### config.mk
export PLATFORM = sky130hd
export DESIGN_NAME = humidity_sensor_frame_decode
export DESIGN_NICKNAME = d
export VERILOG_FILES = /design/src/rtl/core/hsfd_pkg.sv /design/src/rtl/core/hsfd_convert.sv /design/src/rtl/core/humidity_sensor_frame_decode.sv
export VERILOG_INCLUDE_DIRS = /design/src /design/src/rtl/core
export SDC_FILE = /design/constraint.sdc
export NUM_CORES = 1
export LEC_CHECK = 0
export BUFFER_PORTS_ARGS = -buffer_cell sky130_fd_sc_hd__buf_4
export CAP_MARGIN = 30
export CORE_UTILIZATION = 45
export DETAILED_ROUTE_END_ITERATION = 10
export PLACE_DENSITY = 0.71
export SKIP_CTS_REPAIR_TIMING = 1
export SLEW_MARGIN = 25
export SYNTH_ARGS = -nofsm -noshare
export SYNTH_HDL_FRONTEND = slang
export SYNTH_SLANG_ARGS = --single-unit
### constraint.sdc
create_clock -name clock -period 13.3 [get_ports clock]
set_input_delay 0.665 -clock clock [delete_from_list [all_inputs] [get_ports clock]]
set_output_delay 0.665 -clock clock [all_outputs]
set_load 0.01 [all_outputs]
### src/rtl/core/assert_macros.svh
// concurrent assertion macros shared by the rtl
`ifndef ASSERT_MACROS_SVH
`define ASSERT_MACROS_SVH

// same-cycle implication, checked on the rising clock edge outside reset
`define HSFD_ASSERT_SAME(label, ante, cons, msg) \
   label: assert property (@(posedge clock) disable iff (reset) (ante) |-> (cons)) \
      else $error(msg);

// next-cycle implication, checked on the rising clock edge outside reset
`define HSFD_ASSERT_NEXT(label, ante, cons, msg) \
   label: assert property (@(posedge clock) disable iff (reset) (ante) |=> (cons)) \
      else $error(msg);

`endif

### src/rtl/core/hsfd_pkg.sv
// types, constants and crc helper for the humidity sensor frame decoder
package hsfd_pkg;

   localparam int RAW_W   = 16;
   localparam int CRC_W   = 8;
   localparam int PROD_W  = 31;
   localparam int TEMP_W  = 15;
   localparam int HUM_W   = 14;
   localparam int PACK_W  = 24;
   localparam int SCALE_W = 17;
   localparam int QUOT_W  = 11;
   localparam int RECIP_W = 16;
   localparam int RND_W   = 30;

   localparam logic [CRC_W-1:0]   CRC_POLY       = 8'h31;
   localparam logic [CRC_W-1:0]   CRC_INIT       = 8'hFF;
   localparam logic [PACK_W-1:0]  INVALID_PACKED = 24'hFFFFFF;

   localparam logic [PROD_W-1:0]  TEMP_SPAN  = 31'd17500;
   localparam logic [PROD_W-1:0]  HUM_SPAN   = 31'd12500;
   localparam logic [15:0]        TEMP_OFFSET = 16'd4500;
   localparam logic [15:0]        HUM_OFFSET  = 16'd600;
   localparam logic [16:0]        FULL_SCALE  = 17'd65535;

   localparam logic [HUM_W-1:0]   HUM_CENTI_MAX = 14'd10000;
   localparam logic [RECIP_W-1:0] RECIP_TEN     = 16'd52429;
   localparam int                 RECIP_SHIFT   = 19;
   localparam logic [HUM_W-1:0]   ROUND_HALF    = 14'd5;

   localparam logic signed [11:0] TEMP_DECI_MIN = -12'sd400;
   localparam logic signed [11:0] TEMP_DECI_MAX = 12'sd1250;
   localparam logic [9:0]         HUM_DECI_MAX  = 10'd1000;

   // one byte through the msb-first crc-8 shift register
   function automatic logic [CRC_W-1:0] crc8_byte(input logic [CRC_W-1:0] crc,
                                                  input logic [7:0] data);
      logic [CRC_W-1:0] c;
      c = crc ^ data;
      for (int b = 0; b < 8; b++) begin
         if (c[CRC_W-1]) begin
            c = {c[CRC_W-2:0], 1'b0} ^ CRC_POLY;
         end else begin
            c = {c[CRC_W-2:0], 1'b0};
         end
      end
      return c;
   endfunction

endpackage

### src/rtl/core/hsfd_convert.sv
// divide-by-full-scale, offset and truncation toward zero for both words; humidity is clamped to 0..10000
module hsfd_convert
   import hsfd_pkg::*;
(
   input  logic [PROD_W-1:0]        prod_temp,
   input  logic [PROD_W-1:0]        prod_hum,
   output logic signed [TEMP_W-1:0] temp_scaled,
   output logic [HUM_W-1:0]         hum_centi
);

   // floor(prod/65535) from prod>>16 plus one correction, then offset;
   // negative results round up when a remainder is left (toward zero)
   function automatic logic signed [SCALE_W-1:0] scale(input logic [PROD_W-1:0] prod,
                                                       input logic [15:0] offset);
      logic [14:0] q0;
      logic [16:0] rem0;
      logic [16:0] rem;
      logic [15:0] q;
      logic        nz;
      q0   = prod[PROD_W-1:16];
      rem0 = {1'b0, prod[15:0]} + {2'b00, q0};
      if (rem0 >= FULL_SCALE) begin
         q   = {1'b0, q0} + 16'd1;
         rem = rem0 - FULL_SCALE;
      end else begin
         q   = {1'b0, q0};
         rem = rem0;
      end
      nz = (rem != 17'd0) && (q < offset);
      return signed'({1'b0, q}) - signed'({1'b0, offset}) + signed'({16'd0, nz});
   endfunction

   logic signed [SCALE_W-1:0] temp_full;
   logic signed [SCALE_W-1:0] hum_full;

   always_comb begin
      temp_full   = scale(prod_temp, TEMP_OFFSET);
      hum_full    = scale(prod_hum, HUM_OFFSET);
      temp_scaled = temp_full[TEMP_W-1:0];
      if (hum_full < 0) begin
         hum_centi = '0;
      end else if (hum_full > signed'({3'b000, HUM_CENTI_MAX})) begin
         hum_centi = HUM_CENTI_MAX;
      end else begin
         hum_centi = hum_full[HUM_W-1:0];
      end
   end

endmodule

### src/rtl/core/humidity_sensor_frame_decode.sv
// top level: crc check, scaling, rounding and packing of one sensor readout
//
//   channel   direction  handshake            beat
//   req_*     in         start high, busy low  two raw words with their crc bytes
//   rsp_*     out        rsp_strobe, 1 cycle   check flag, centi values, packed word
//
// one readout per cycle while busy is low; each result passes, after its accept, through
// the input register, crc high byte + span multiply, divide + crc low byte and rounding
// busy follows reset and is low otherwise
// reset clears the stage valid bits only, payload registers are not reset
// the receiver takes every result on its strobe cycle and cannot stall
module humidity_sensor_frame_decode
   import hsfd_pkg::*;
(
   input  logic                     clock,
   input  logic                     reset,
   input  logic                     start,
   output logic                     busy,
   input  logic [RAW_W-1:0]         req_raw_temperature,
   input  logic [CRC_W-1:0]         req_temperature_check,
   input  logic [RAW_W-1:0]         req_raw_humidity,
   input  logic [CRC_W-1:0]         req_humidity_check,
   output logic                     rsp_strobe,
   output logic                     rsp_check_ok,
   output logic signed [TEMP_W-1:0] rsp_temperature_centi,
   output logic [HUM_W-1:0]         rsp_humidity_centi,
   output logic [PACK_W-1:0]        rsp_packed_reading
);

`include "assert_macros.svh"

   // stage 0: input register
   logic             v0_ff, v0_in;
   logic [RAW_W-1:0] raw_t0_ff, raw_h0_ff;
   logic [CRC_W-1:0] chk_t0_ff, chk_h0_ff;

   // stage 1: crc over high byte, span products
   logic              v1_ff;
   logic [CRC_W-1:0]  crc_t1_ff, crc_t1_in, crc_h1_ff, crc_h1_in;
   logic [7:0]        lo_t1_ff, lo_h1_ff;
   logic [CRC_W-1:0]  chk_t1_ff, chk_h1_ff;
   logic [PROD_W-1:0] prod_t1_ff, prod_t1_in, prod_h1_ff, prod_h1_in;

   // stage 2: crc verdict and centi values
   logic                     v2_ff;
   logic                     ok2_ff, ok2_in;
   logic signed [TEMP_W-1:0] t_centi2_ff, t_centi2_in, t_conv;
   logic [HUM_W-1:0]         h_centi2_ff, h_centi2_in, h_conv;

   // result register
   logic                     rsp_strobe_ff;
   logic                     rsp_ok_ff;
   logic signed [TEMP_W-1:0] rsp_t_ff;
   logic [HUM_W-1:0]         rsp_h_ff;
   logic [PACK_W-1:0]        rsp_pack_ff, rsp_pack_in;

   // rounding
   logic              t_neg;
   logic [HUM_W-1:0]  t_mag, t_num, h_num;
   logic [RND_W-1:0]  t_prod, h_prod;
   logic [QUOT_W-1:0] t_quot, h_quot;
   logic signed [11:0] t_deci;
   logic [10:0]       t_unit;
   logic [9:0]        h_deci;

   assign busy  = reset;
   assign v0_in = start && !busy;

   always_ff @(posedge clock) begin
      if (reset) begin
         v0_ff         <= 1'b0;
         v1_ff         <= 1'b0;
         v2_ff         <= 1'b0;
         rsp_strobe_ff <= 1'b0;
      end else begin
         v0_ff         <= v0_in;
         v1_ff         <= v0_ff;
         v2_ff         <= v1_ff;
         rsp_strobe_ff <= v2_ff;
      end
   end

   always_comb begin
      crc_t1_in  = crc8_byte(CRC_INIT, raw_t0_ff[15:8]);
      crc_h1_in  = crc8_byte(CRC_INIT, raw_h0_ff[15:8]);
      prod_t1_in = PROD_W'(raw_t0_ff) * TEMP_SPAN;
      prod_h1_in = PROD_W'(raw_h0_ff) * HUM_SPAN;
   end

   hsfd_convert u_convert (
      .prod_temp   (prod_t1_ff),
      .prod_hum    (prod_h1_ff),
      .temp_scaled (t_conv),
      .hum_centi   (h_conv)
   );

   always_comb begin
      ok2_in = (crc8_byte(crc_t1_ff, lo_t1_ff) == chk_t1_ff) &&
               (crc8_byte(crc_h1_ff, lo_h1_ff) == chk_h1_ff);
      t_centi2_in = ok2_in ? t_conv : '0;
      h_centi2_in = ok2_in ? h_conv : '0;
   end

   // tenths: magnitude + 5, divided by ten through a reciprocal multiply, then clamped and packed
   always_comb begin
      t_neg  = t_centi2_ff[TEMP_W-1];
      t_mag  = t_neg ? HUM_W'(-t_centi2_ff) : HUM_W'(t_centi2_ff);
      t_num  = t_mag + ROUND_HALF;
      t_prod = RND_W'(t_num) * RND_W'(RECIP_TEN);
      t_quot = t_prod[RECIP_SHIFT +: QUOT_W];
      t_deci = t_neg ? -signed'({1'b0, t_quot}) : signed'({1'b0, t_quot});
      if (t_deci < TEMP_DECI_MIN) begin
         t_deci = TEMP_DECI_MIN;
      end else if (t_deci > TEMP_DECI_MAX) begin
         t_deci = TEMP_DECI_MAX;
      end
      t_unit = 11'(t_deci - TEMP_DECI_MIN);

      h_num  = h_centi2_ff + ROUND_HALF;
      h_prod = RND_W'(h_num) * RND_W'(RECIP_TEN);
      h_quot = h_prod[RECIP_SHIFT +: QUOT_W];
      if (h_quot > QUOT_W'(HUM_DECI_MAX)) begin
         h_deci = HUM_DECI_MAX;
      end else begin
         h_deci = h_quot[9:0];
      end

      rsp_pack_in = ok2_ff ? {3'b000, t_unit, h_deci} : INVALID_PACKED;
   end

   always_ff @(posedge clock) begin
      raw_t0_ff   <= req_raw_temperature;
      chk_t0_ff   <= req_temperature_check;
      raw_h0_ff   <= req_raw_humidity;
      chk_h0_ff   <= req_humidity_check;

      crc_t1_ff   <= crc_t1_in;
      crc_h1_ff   <= crc_h1_in;
      lo_t1_ff    <= raw_t0_ff[7:0];
      lo_h1_ff    <= raw_h0_ff[7:0];
      chk_t1_ff   <= chk_t0_ff;
      chk_h1_ff   <= chk_h0_ff;
      prod_t1_ff  <= prod_t1_in;
      prod_h1_ff  <= prod_h1_in;

      ok2_ff      <= ok2_in;
      t_centi2_ff <= t_centi2_in;
      h_centi2_ff <= h_centi2_in;

      rsp_ok_ff   <= ok2_ff;
      rsp_t_ff    <= t_centi2_ff;
      rsp_h_ff    <= h_centi2_ff;
      rsp_pack_ff <= rsp_pack_in;
   end

   assign rsp_strobe            = rsp_strobe_ff;
   assign rsp_check_ok          = rsp_ok_ff;
   assign rsp_temperature_centi = rsp_t_ff;
   assign rsp_humidity_centi    = rsp_h_ff;
   assign rsp_packed_reading    = rsp_pack_ff;

   `HSFD_ASSERT_NEXT(a_latency, start && !busy, ##3 rsp_strobe, "result beat not on time")
   `HSFD_ASSERT_SAME(a_fail_fields, rsp_strobe && !rsp_check_ok,
      rsp_packed_reading == INVALID_PACKED && rsp_temperature_centi == '0 &&
      rsp_humidity_centi == '0, "failed check beat carries data")
   `HSFD_ASSERT_SAME(a_hum_range, rsp_strobe && rsp_check_ok,
      rsp_humidity_centi <= HUM_CENTI_MAX && rsp_packed_reading[9:0] <= HUM_DECI_MAX,
      "humidity out of range")

endmodule

; After elaboration in Yosys (flattened, before gate mapping)
; Cells that the tools add are included.
[word_totals]
regBits = 241
latchBits = 0
ram_bits = 0
romBits = 0
n_memories = 0
[classes]
add_sub_neg = 15
n_mul = 4
n_div = 0
magnitude_cmp = 9
eq_ne = 2
shifts = 0
muxes = 43
bitwise_logic = 38
n_reduce_logical = 10
[op_table]
columns = op, n
row1 = 2-to-1 mux 6 bit, 32
row2 = NOT 3 bit, 32
row3 = multiplier 14 x 16 -> 30 bit (second input constant), 2
row4 = >= comparator 17 x 16 -> 1 bit (second input constant), 2
row5 = 2-to-1 mux 17 bit, 2
row6 = nonzero test 17 bit, 2
row7 = subtractor 17 x 16 -> 17 bit (second input constant), 2
row8 = 2-to-1 mux 16 bit, 2
row9 = multiplier 16 x 13 -> 29 bit (second input constant), 1
row10 = adder 14 x 3 -> 14 bit (second input constant), 2
row11 = multiplier 16 x 12 -> 28 bit (second input constant), 1
row12 = 2-to-1 mux 14 bit, 2
row13 = 2-to-1 mux 24 bit, 1
row14 = 2-to-1 mux 11 bit, 2
row15 = adder 16 x 14 -> 17 bit, 1
row16 = adder 16 x 15 -> 17 bit, 1
row17 = adder 17 x 2 -> 17 bit, 1
row18 = > comparator 17 x 15 -> 1 bit (second input constant), 1
row19 = < comparator 17 x 1 -> 1 bit (second input constant), 1
row20 = subtractor 16 x 10 -> 17 bit (second input constant), 1
row21 = adder 15 x 1 -> 16 bit (second input constant), 1
row22 = equality test 8 bit, 2
row23 = < comparator 16 x 10 -> 1 bit (second input constant), 1
row24 = < comparator 16 x 13 -> 1 bit (second input constant), 1
row25 = 18 further kinds, 25

; Longest topological paths before layout
; Gate-level depths: netlist of the first run.
[depth]
ltp_word = 21
ltp_mapped = 46

; Hierarchy
; A second synthesis of the first run with hierarchy kept.
[unflattened]
cells_unflattened = 2758
area_unflattened_um2 = 25298.0
[modules_own_cells]
columns = module, n_inst, cells_per_inst, area_each_um2, seq_area_each_um2
row1 = humidity_sensor_frame_decode, 1, 2044, 20509.7, 4724.5
row2 = hsfd_convert, 1, 714, 4788.3, 0.0

; Worst setup path before layout of the first run
; No wires, ideal clock.
[synth_path]
kind = reg-to-reg
start = register t_centi2_ff[14]
end = register rsp_pack_ff[18] (netlist: rsp_packed_reading[18])
setup_time_ps = 120
arrival_time_ps = 10234
required_time_ps = 13180
slack_ps = 2946
stages_incl_launch_ff = 45
n_path_buf = 3
path_cell_list = dfxtp_1 > clkbuf_1 > buf_1 > buf_1 > nand2_1 > o21ai_0 > ha_1 > o21ai_0 > nor4_1 > nand3_1 > xor2_2 > xor2_1 > inv_1 > fa_1 > inv_1 > fa_1 > inv_1 > fa_1 > (+9 left out) > o211ai_1 > o21ai_0 > xnor2_1 > ha_1 > inv_1 > a2111oi_0 > a41oi_1 > nor4_2 > a2bb2oi_1 > o22ai_1 > xnor2_2 > or2_1 > a21boi_2 > o21bai_1 > ha_1 > inv_1 > a22o_1 > a211o_1
[synth_between]
elab_chain_len = 9
elab_cells_between_ends = 10
cone_classes = 3 x add/sub / 1 x mul / 2 x order compare / 4 x mux
[synth_lines]
columns = item, line_no
row1 = "start, declared", humidity_sensor_frame_decode.sv:47  ; logic signed [TEMP_W-1:0] t_centi2_ff, t_centi2_in, t_conv;
row2 = "start signal, assigned", humidity_sensor_frame_decode.sv:147  ; t_centi2_ff <= t_centi2_in;
row3 = 2-to-1 mux 14 bit, humidity_sensor_frame_decode.sv:107  ; t_mag = t_neg ? HUM_W'(-t_centi2_ff) : HUM_W'(t_centi2_ff);
row4 = adder 14 x 3 -> 14 bit, humidity_sensor_frame_decode.sv:108  ; t_num = t_mag + ROUND_HALF;
row5 = multiplier 14 x 16 -> 30 bit, humidity_sensor_frame_decode.sv:109  ; t_prod = RND_W'(t_num) * RND_W'(RECIP_TEN);
row6 = negator 11 -> 12 bit, humidity_sensor_frame_decode.sv:111  ; t_deci = t_neg ? -signed'({1'b0, t_quot}) : signed'({1'b0, t_quot});
row7 = 2-to-1 mux 12 bit (*), humidity_sensor_frame_decode.sv:111
row8 = > comparator 12 bit, humidity_sensor_frame_decode.sv:114  ; end else if (t_deci > TEMP_DECI_MAX) begin
row9 = 2-to-1 mux 11 bit, humidity_sensor_frame_decode.sv:114
row10 = 2-to-1 mux 11 bit (*), humidity_sensor_frame_decode.sv:112  ; if (t_deci < TEMP_DECI_MIN) begin
row11 = subtractor 11 x 10 -> 11 bit (*), humidity_sensor_frame_decode.sv:117  ; t_unit = 11'(t_deci - TEMP_DECI_MIN);
row12 = "end signal, assigned", humidity_sensor_frame_decode.sv:153  ; rsp_pack_ff <= rsp_pack_in;
row13 = "end, declared", humidity_sensor_frame_decode.sv:55  ; logic [PACK_W-1:0] rsp_pack_ff, rsp_pack_in;
; Every way passes the cells marked *; elsewhere a longest branch is shown, timed or not.
; A chain may end at the register's enable or synchronous reset.

; Worst setup path after layout of the first run
[layout_path]
start = register t_centi2_ff[0]
end = register rsp_pack_ff[18] (netlist: rsp_packed_reading[18])
[layout_between]
elab_chain_len = 10
elab_cells_between_ends = 11
cone_classes = 4 x add/sub / 1 x mul / 2 x order compare / 4 x mux
[layout_lines]
columns = item, line_no
row1 = negator 14 bit, humidity_sensor_frame_decode.sv:107
row2 = 2-to-1 mux 14 bit (*), humidity_sensor_frame_decode.sv:107
row3 = adder 14 x 3 -> 14 bit (*), humidity_sensor_frame_decode.sv:108
row4 = multiplier 14 x 16 -> 30 bit (*), humidity_sensor_frame_decode.sv:109
row5 = negator 11 -> 12 bit, humidity_sensor_frame_decode.sv:111
row6 = 2-to-1 mux 12 bit (*), humidity_sensor_frame_decode.sv:111
row7 = > comparator 12 bit, humidity_sensor_frame_decode.sv:114
row8 = 2-to-1 mux 11 bit, humidity_sensor_frame_decode.sv:114
row9 = 2-to-1 mux 11 bit (*), humidity_sensor_frame_decode.sv:112
row10 = subtractor 11 x 10 -> 11 bit (*), humidity_sensor_frame_decode.sv:117
; Marked as above.

==> flow_summary_export.csv, run 1 <==
group,metric,value,unit
worst_hold_path,hold_depth,1,
logic_synthesis,async_flop_share,0,%
layout,area_delta_synth_final,10.3,%
global_route,gr-total-overflow,0,
setup_path,crit_required,13.74,ns
setup_path,path_buf_inv,9,
sta,finalClockSkew,0.0305,ns
global_route,grt_max_degree,36,
clocking,clk_path_buf_depth,3,
setup_path,path_max_fanout,12,
route,drt_iter0_markers,738,
sta,maxSlewHeadroom,43.3,%
setup_path,cp.arrival,12.27,ns
logic_synthesis,syn_inst,2607,
route,wirelength,52700,µm
run,cap_viol_max_count,0,
setup_path,crit_top_cell,"inv_1",
clocking,clk_latency,0.58,ns
layout,fillers,4853,
logic_synthesis,synth_cell_types,113,
power,power_leakage,13.4,nW
setup_path,cp_num_cells,42,
worst_hold_path,worstHoldPathType,"in2reg",
die,die_w,235,µm
layout,fin_util,50.6,%
power,powerDensity,157,nW/µm²
layout,drive_above_1_share,8.24,%
setup_path,cp_slowest_cell,"dfxtp_1",
logic_synthesis,synth_top_flop_cell,"dfxtp_1",
sta,tns,0,ns
die,coreArea,53000,µm²
die,die_area,55000,µm²
route,drtAntennaViolNets,0,
logic_synthesis,ys_warn_count,0,
logic_synthesis,synth_edf_count,0,
setup_path,critical_path.endpoint_type,"flop",
setup_path,r2r-start,"t_centi2_ff[0]$_SDFF_PN0_",
sta,fin_crit,11.83,ns
clocking,htreeDepth,1,
route,routedWlPerCell,15.4,µm
power,vdd_ir_drop_max,0.000147,V
route,num_vias,18100,
layout,final_cell_area,26800,µm²
sta,fmaxAchievable,0.0845,GHz
layout,diodes,0,
die,rows,84,
die,chipHeight,235,µm
global_route,grt_use_total,19.6,%
sta,setup_viol,0,
sta,slew_viol_final,0,
placement,globalplace.congestion,0.904,
global_route,grt_pass1_wl,88500,µm
sta,finalHoldViolCount,0,
clocking,clockRootBuffer,"clkbuf_16",
logic_synthesis,syn_area_per_cell,9.33,µm²
logic_synthesis,ys_seq_area_share,19.4,%
logic_synthesis,synth_nets,3296,
setup_path,reg2reg_depth,42,
sta,finalCritPeriodShare,89.0,%
placement,dp_hpwl,44400,µm
setup_path,crit_family,"adder cells",
power,total_power,4.20,mW
logic_synthesis,synth-seq-cells,236,
setup_path,cpPeakStageDelay,0.79,ns
die,start_util,45.9,%
worst_hold_path,hold_start,"req_raw_humidity[9]",
placement,io_buffers,106,
layout,fin_cells,3418,
logic_synthesis,netlist_area,24300,µm²
layout,fin_nets,3399,
setup_path,cp-start-kind,"flop",
global_route,antenna_found_initial,0,
clocking,cts_made_buffers,28,
run_status,status,"complete, no violations",
setup_path,critPathKind,"reg2reg",
placement,dp_cells,3368,
clocking,numClockSinks,236,
die,io_pins,107,
global_route,grt_pass1_vias,18600,
route,via_per_inst,5.30,
sta,tightest_slew,0.844,ns
clocking,clkTransAtPathRegs,0.06,ns
sta,rsz0062_at_grt,"no",
route,drc,0,
setup_path,critPathLaunch,"t_centi2_ff[0]$_SDFF_PN0_",
route,first_pass_iters,6,
clocking,cts_tree,"built",
placement,post_dp_cell_area,25800,µm²
registers in the layout, summed over array words and instances, names as in the netlist, 8 cells and up:
signal                 flops
rsp_humidity_centi        14
t_centi2_ff               15
chk_h0_ff                  8
lo_h1_ff                   8
lo_t1_ff                   8
chk_h1_ff                  8
prod_h1_ff                26
chk_t1_ff                  8
chk_t0_ff                  8
raw_t0_ff                 16
crc_t1_ff                  8
rsp_packed_reading        22
raw_h0_ff                 16
prod_t1_ff                28
crc_h1_ff                  8
h_centi2_ff               14
rsp_temperature_centi     15
placed cells by master (no fill, tap or decap), types with 33 or more instances in the layout:
| cell | instances |
|---|---|
| xor2_1 | 81 |
| xnor2_1 | 155 |
| nor2_1 | 137 |
| nor3_1 | 50 |
| ha_1 | 439 |
| a21oi_1 | 95 |
| inv_1 | 448 |
| nand2_1 | 118 |
| and3_1 | 33 |
| buf_4 | 109 |
| dfxtp_1 | 236 |
| o21ai_0 | 69 |
| fa_1 | 199 |
| nand3_1 | 51 |
metrics by stage:
step	setup slack [ns]	hold WS, ns
floorplan	2.95	0.310
global placement	2.12	0.312
detailed placement	1.58	0.312
CTS	1.55	0.142
global route	0.605	0.153
finish	1.47	0.182
where the power goes:
part / switching [mW] / leakage, nW / internal (mW)
Sequential: 0.165 / 1.96 / 0.826
Clock: 0.311 / 0.480 / 0.468
Combinational: 1.39 / 10.9 / 1.05
Total: 1.86 / 13.4 / 2.34
final timing paths:
kind	slack, ns	endpoint
hold reg to reg	0.32	chk_h1_ff[2]$_DFF_P_
hold / removal	0.18	raw_h0_ff[9]$_DFF_P_
setup reg to reg	1.47	rsp_packed_reading[18]$_SDFF_PN1_
setup / recovery	1.47	rsp_packed_reading[18]$_SDFF_PN1_
area by class of cell:
cell class                      count  area [µm²]  share of cell area, %
Inverter                          449        1690                   6.28
Timing Repair Buffer              109         818                   3.05
Tap cell                          688         861                   3.21
Clock buffer                       31         742                   2.77
Clock inverter                     19         238                  0.886
Sequential cell                   236        4720                   17.6
Multi-Input combinational cell   1886       17800                   66.2
routing by layer:
metal	global-route usage [%]	share of wire [%]	routed length, µm	vias up
met4	6.35	3.0	1600	0
met1	24.5	45	23700	8616
met5	0	0	0	-
met2	35.0	49	25700	335
met3	2.10	3.3	1750	99
li1	-	-	-	9052
worst reg2reg max path: cells and delay by family (launching register included):
family,cells,cell delay (ns)
AO/OA/AOI/OAI,14,3.23
XOR/XNOR,5,1.30
adder cells (fa/ha/maj),9,3.85
buffers and inverters,9,0.80
flip-flops,1,0.79
AND/OR/NAND/NOR,5,1.71
Yosys cell counts, drive strengths merged (13+ instances only):
library cell | number | area share [%]
nand2b | 14 | 0.36
a31oi | 27 | 0.72
xnor2 | 161 | 6.1
a21o | 27 | 0.83
a21oi | 100 | 2.2
or2 | 18 | 0.46
ha | 439 | 23
inv | 449 | 6.9
o31ai | 15 | 0.48
clkbuf | 23 | 0.35
and3 | 33 | 0.85
nand4 | 20 | 0.51
nand2 | 119 | 1.8
nor3 | 54 | 1.2
o211ai | 19 | 0.63
o21bai | 17 | 0.54
a211oi | 18 | 0.58
nand3 | 55 | 1.2
fa | 199 | 16
a21boi | 15 | 0.48
and2 | 27 | 0.69
o21a | 18 | 0.56
buf | 13 | 0.30
nor2b | 16 | 0.41
nor2 | 140 | 2.2
dfxtp | 236 | 19
xor2 | 82 | 3.0
o21ai | 80 | 1.7
cell families after synthesis:
group	Yosys count	synth area share, %
compound gates	439	12.6
mux	11	0.468
fa+ha+maj	639	39.0
simple gates	553	11.8
buf+inv	485	7.59
flops	236	19.4
xor+xnor	244	9.15
Note: power is estimated with default switching activity, not from simulation.
==> run 2: changes to the inputs <==
- REMOVE_ABC_BUFFERS: unset -> 1
==> run 2 against run 1 <==
  * Hold slack got worse by 0.0085 ns
  * Die area unchanged
  * Flip-flop and latch count unchanged
==> flow_summary_export.csv, run 2 (same netlist as run 1, synthesis figures left out) <==
group,metric,value,unit
run_status,status,"complete, no violations",
sta,tightest_slew,0.903,ns
placement,io_buffers,106,
die,io_pins,107,
global_route,gr-total-overflow,0,
sta,maxSlewHeadroom,39.0,%
setup_path,cp_slowest_cell,"dfxtp_1",
setup_path,cp.arrival,12.21,ns
route,wirelength,51900,µm
run,cap_viol_max_count,0,
layout,fin_nets,3398,
layout,fillers,4834,
power,power_leakage,13.4,nW
global_route,antenna_found_initial,0,
sta,fin_crit,11.77,ns
setup_path,crit_top_cell,"inv_1",
power,powerDensity,157,nW/µm²
sta,setup_viol,0,
sta,finalCritPeriodShare,88.5,%
setup_path,path_max_fanout,12,
placement,dp_hpwl,43600,µm
setup_path,crit_path_end,"rsp_packed_reading[18]$_SDFF_PN1_",
route,first_pass_iters,7,
sta,finalHoldViolCount,0,
setup_path,critPathLaunch,"t_centi2_ff[0]$_SDFF_PN0_",
die,coreArea,53000,µm²
route,drt_iter0_markers,788,
clocking,clkTransAtPathRegs,0.06,ns
setup_path,cpPeakStageDelay,0.73,ns
layout,reg_top3,"prod_t1_ff (28), prod_h1_ff (26), rsp_packed_reading (22)",
die,die_area,55000,µm²
setup_path,crit_required,13.75,ns
sta,rsz0062_at_grt,"no",
layout,largest_register_ffs,28,
layout,regArea,4720,µm²
layout,area_delta_synth_final,10.4,%
die,chipHeight,235,µm
placement,preCtsSetupSlack,1.64,ns
setup_path,r2r-start,"t_centi2_ff[0]$_SDFF_PN0_",
placement,dp_cells,3367,
clocking,cts_tree,"built",
sta,fmaxAchievable,0.0850,GHz
layout,multiInputGateArea,17800,µm²
sta,finalClockSkew,0.0410,ns
layout,final_common_cell,"inv_1",
clocking,htreeDepth,1,
setup_path,critPathKind,"reg2reg",
clocking,clk_latency,0.59,ns
die,start_util,45.9,%
global_route,grt_max_degree,36,
global_route,grt_use_total,19.6,%
route,drtAntennaViolNets,0,
clocking,clockRootBuffer,"clkbuf_16",
clocking,clk_path_buf_depth,3,
layout,diodes,0,
setup_path,critical_path.endpoint_type,"flop",
layout,fin_cells,3416,
global_route,grt_pass1_wl,89000,µm
worst_hold_path,worstHoldPathType,"in2reg",
clocking,cts_made_buffers,28,
layout,final_cell_mix,"448 x inv_1, 439 x ha_1, 236 x dfxtp_1",
sta,fin_ws,1.53,ns
setup_path,cp-start-kind,"flop",
placement,globalplace.congestion,0.919,
sta,tns,0,ns
route,via_per_inst,5.29,
power,vdd_ir_drop_max,0.000122,V
sta,slew_viol_final,0,
die,die_w,235,µm
global_route,grt_pass1_vias,18900,
layout,drive_above_1_share,8.14,%
die,rows,84,
route,num_vias,18100,
clocking,numClockSinks,236,
route,drc,0,
route,routedWlPerCell,15.2,µm
setup_path,rr_endpoint,"rsp_packed_reading[18]$_SDFF_PN1_",
layout,top_register,"prod_t1_ff",
setup_path,reg2reg_depth,43,
layout,fin_util,50.7,%
setup_path,regToRegSetupSlack,1.53,ns
-- run 2: how the worst min path moves through the flow --
stage                                   startpoint                    end  slack [ns]  depth (start not counted)
after floorplan               chk_h0_ff[0]$_DFF_P_   chk_h1_ff[0]$_DFF_P_        0.31                          0
after global placement        chk_t0_ff[1]$_DFF_P_   chk_t1_ff[1]$_DFF_P_        0.31                          0
after detailed placement      chk_h0_ff[0]$_DFF_P_   chk_h1_ff[0]$_DFF_P_        0.31                          0
after CTS                     req_raw_humidity[14]  raw_h0_ff[14]$_DFF_P_        0.13                          1
after global routing         req_humidity_check[0]   chk_h0_ff[0]$_DFF_P_        0.14                          1
final                     req_temperature_check[7]   chk_t0_ff[7]$_DFF_P_        0.17                          1
-- run 2: stage by stage --
step	hold WS (ns)	power [mW]	area, µm²
4_1_cts	0.125	4.24	26900
3_5_place_dp	0.313	3.39	25800
5_1_grt	0.136	4.61	26900
6_report	0.174	4.22	26900
3_3_place_gp	0.313	3.31	25800
2_1_floorplan	0.310	2.88	24200
-- run 2: critical path: cells and delay by family (launching register included) --
family / cells / cell delay (ns)
AO/OA/AOI/OAI: 16 / 3.60
adder cells (fa/ha/maj): 10 / 4.00
AND/OR/NAND/NOR: 4 / 1.48
flip-flops: 1 / 0.73
XOR/XNOR: 4 / 1.08
buffers and inverters: 9 / 0.75
-- run 2: area by class of cell --
cell class	instances	area share (%)
multi-input combinational	1886	66.1
clock buffer	33	2.83
inverter	449	6.28
timing repair buffer	108	3.02
clock inverter	16	0.941
tap	688	3.21
sequential	236	17.6
-- run 2: power by group --
part / internal (mW) / switching, mW / total [mW]
Clock: 0.494 / 0.327 / 0.822
Sequential: 0.826 / 0.154 / 0.981
Combinational: 1.04 / 1.37 / 2.42
-- run 2: per-layer routing --
layer | global-route usage [%] | vias to the layer above | share of wire (%)
met5 | 0 | - | 0
met4 | 5.79 | 0 | 2.9
met3 | 2.29 | 101 | 3.9
met2 | 34.3 | 384 | 48
met1 | 25.1 | 8542 | 45
li1 | - | 9052 | -
==> run 3: changes to the inputs <==
- SYNTH_HIERARCHICAL: unset -> 1
==> run 3 against run 2 <==
  * Flip-flop and latch count unchanged
  * Clock skew down 0.0094 ns
  * Hold slack better by 0.013 ns
  * Sequential power down 0.8%
  * Total power up 9.8%
  * Design area up 3.7%
  * Critical path depth down 2
  * Critical endpoint unchanged
  * Largest cell class unchanged
==> flow_summary_export.csv, run 3 <==
group,metric,value,unit
run_status,status,"complete, no violations",
setup_path,path_max_fanout,12,
power,vdd_ir_drop_max,0.000125,V
setup_path,r2r-start,"t_centi2_ff[0]$_SDFF_PN0_",
logic_synthesis,synth_cell_types,113,
logic_synthesis,synth_edf_count,0,
route,routedWlPerCell,14.6,µm
logic_synthesis,synthTopCellsByCount,"459 x inv_1, 446 x ha_1, 236 x dfxtp_1, 199 x fa_1, 157 x xnor2_1",
clocking,clk_path_buf_depth,3,
global_route,grt_max_degree,31,
sta,finalCritPeriodShare,84.8,%
die,coreArea,55300,µm²
setup_path,critical_path.endpoint_type,"flop",
logic_synthesis,netlist_area,25300,µm²
global_route,gr-total-overflow,0,
layout,diodes,0,
die,die_w,239,µm
setup_path,cp_slowest_cell,"dfxtp_1",
placement,dp_hpwl,44700,µm
route,first_pass_iters,5,
logic_synthesis,yosysMostFrequentCell,"inv_1",
sta,tightest_slew,0.882,ns
worst_hold_path,worstHoldPathType,"in2reg",
setup_path,reg2reg_depth,41,
layout,fin_nets,3553,
worst_hold_path,hold_start,"req_temperature_check[1]",
die,start_util,45.7,%
worst_hold_path,whs_endpoint,"chk_t0_ff[1]$_DFF_P_",
die,chipHeight,239,µm
global_route,grt_pass1_wl,88700,µm
sta,maxSlewHeadroom,40.4,%
clocking,clockRootBuffer,"clkbuf_16",
layout,regArea,4730,µm²
sta,finalHoldViolCount,0,
power,power_leakage,13.8,nW
sta,tns,0,ns
layout,final_cell_mix,"459 x inv_1, 446 x ha_1, 235 x dfxtp_1",
layout,multiInputGateArea,18700,µm²
die,io_pins,107,
layout,reg_top3,"prod_t1_ff (28), prod_h1_ff (26), rsp_packed_reading (22)",
sta,fin_crit,11.27,ns
logic_synthesis,syn_inst,2758,
route,wirelength,52900,µm
setup_path,rr_endpoint,"rsp_packed_reading[18]$_SDFF_PN1_",
setup_path,critPathLaunch,"t_centi2_ff[0]$_SDFF_PN0_",
clocking,htreeDepth,1,
sta,rsz0062_at_grt,"no",
setup_path,regToRegSetupSlack,2.03,ns
setup_path,cp.arrival,11.65,ns
global_route,grt_use_total,18.8,%
clocking,cts_made_buffers,26,
setup_path,cp-start-kind,"flop",
die,rows,86,
layout,area_delta_synth_final,10.1,%
sta,fmaxAchievable,0.0887,GHz
power,powerDensity,166,nW/µm²
placement,globalplace.congestion,0.878,
layout,largest_register_ffs,28,
layout,drive_above_1_share,8.34,%
route,drtAntennaViolNets,0,
logic_synthesis,async_flop_share,0,%
clocking,cts_tree,"built",
logic_synthesis,syn_area_per_cell,9.17,µm²
logic_synthesis,synth_top_cell_area_share,22.1,%
setup_path,crit_required,13.68,ns
setup_path,cpPeakStageDelay,0.74,ns
clocking,clk_latency,0.57,ns
logic_synthesis,netlist_top_cells_area,"ha_1 22%, dfxtp_1 19%, fa_1 16%",
placement,io_buffers,106,
worst_hold_path,hold_depth,1,
route,drt_iter0_markers,786,
setup_path,critPathKind,"reg2reg",
global_route,grt_pass1_vias,18100,
logic_synthesis,ys_seq_area_share,18.7,%
die,die_area,57200,µm²
logic_synthesis,synth_area_leader_cell,"ha_1",
logic_synthesis,ys_warn_count,6,
layout,final_common_cell,"inv_1",
route,via_per_inst,5.15,
logic_synthesis,synth-seq-cells,236,
logic_synthesis,synth_top_flop_cell,"dfxtp_1",
placement,post_dp_cell_area,26900,µm²
sta,setup_viol,0,
run,cap_viol_max_count,0,
clocking,clkTransAtPathRegs,0.07,ns
layout,final_cell_area,27800,µm²
clocking,numClockSinks,236,
global_route,antenna_found_initial,1,
route,num_vias,18700,
route,drc,0,
layout,top_register,"prod_t1_ff",
layout,fillers,5179,
setup_path,crit_top_cell,"inv_1",
sta,finalClockSkew,0.0316,ns
sta,slew_viol_final,0,
[run 3: area by class of cell]
| cell class | instances | share of cell area (%) |
|---|---|---|
| clock buffers | 30 | 2.53 |
| clock inverters | 18 | 0.930 |
| inverters | 460 | 6.20 |
| multi-input cells | 2023 | 67.0 |
| flip-flops and latches | 236 | 17.0 |
| well taps | 748 | 3.36 |
| repair buffers | 110 | 2.97 |
[run 3: worst max-delay path by stage]
stage	end	slack, ns	cells after the start
after floorplan	rsp_packed_reading[18]$_SDFF_PN1_	3.16	41
after global placement	rsp_packed_reading[20]$_SDFF_PN1_	2.07	38
final	rsp_packed_reading[18]$_SDFF_PN1_	2.03	41
after CTS	rsp_packed_reading[18]$_SDFF_PN1_	1.84	39
after global routing	rsp_packed_reading[20]$_SDFF_PN1_	1.19	40
after detailed placement	rsp_packed_reading[18]$_SDFF_PN1_	1.88	39
[run 3: report_power, final]
part           switching, mW  internal, mW  total (mW)
clock                  0.312         0.469       0.781
sequential             0.146         0.827       0.973
combinational           1.67          1.22        2.88
total                   2.12          2.51        4.64
[run 3: per-stage QoR]
stage	cells	hold slack (ns)	worst slack, ns	power [mW]	util [%]
6_report	3625	0.187	2.03	4.64	50.3
4_1_cts	3625	0.157	1.84	4.65	50.3
3_5_place_dp	3577	0.312	1.88	3.84	48.6
2_1_floorplan	2719	0.310	3.16	3.22	-
3_3_place_gp	3577	0.310	2.07	3.81	48.6
5_1_grt	3625	0.172	1.19	5.06	50.3
[run 3: logic make-up (layout without fill, tap and decap cells)]
family / after synthesis / after routing / share of synthesized area [%]
and+or+nand+nor: 658 / 658 / 13.8
adders and majority gates: 645 / 645 / 37.8
buffers and inverters: 510 / 618 / 7.73
AOI/OAI and AO/OA: 454 / 454 / 13.0
DFF: 236 / 236 / 18.7
xor gates and xnor gates: 233 / 233 / 8.10
muxes: 21 / 21 / 0.870
other: 1 / 12 / 0.0148
[run 3: per-layer routing]
| metal | share of wire (%) | track usage [%] | up-vias |
|---|---|---|---|
| met5 | 0 | 0 | - |
| met2 | 48 | 33.2 | 322 |
| met4 | 2.4 | 4.49 | 0 |
| met1 | 46 | 24.3 | 8699 |
| li1 | - | - | 9581 |
| met3 | 3.7 | 2.34 | 76 |
[run 3: critical path: cells and delay by family, from the launching register on]
family          cells  cell delay, ns
simple gates       12            3.25
xor+xnor            3            0.73
compound gates     10            2.05
flops               1            0.74
buf+inv             7            0.64
fa+ha+maj           9            3.70
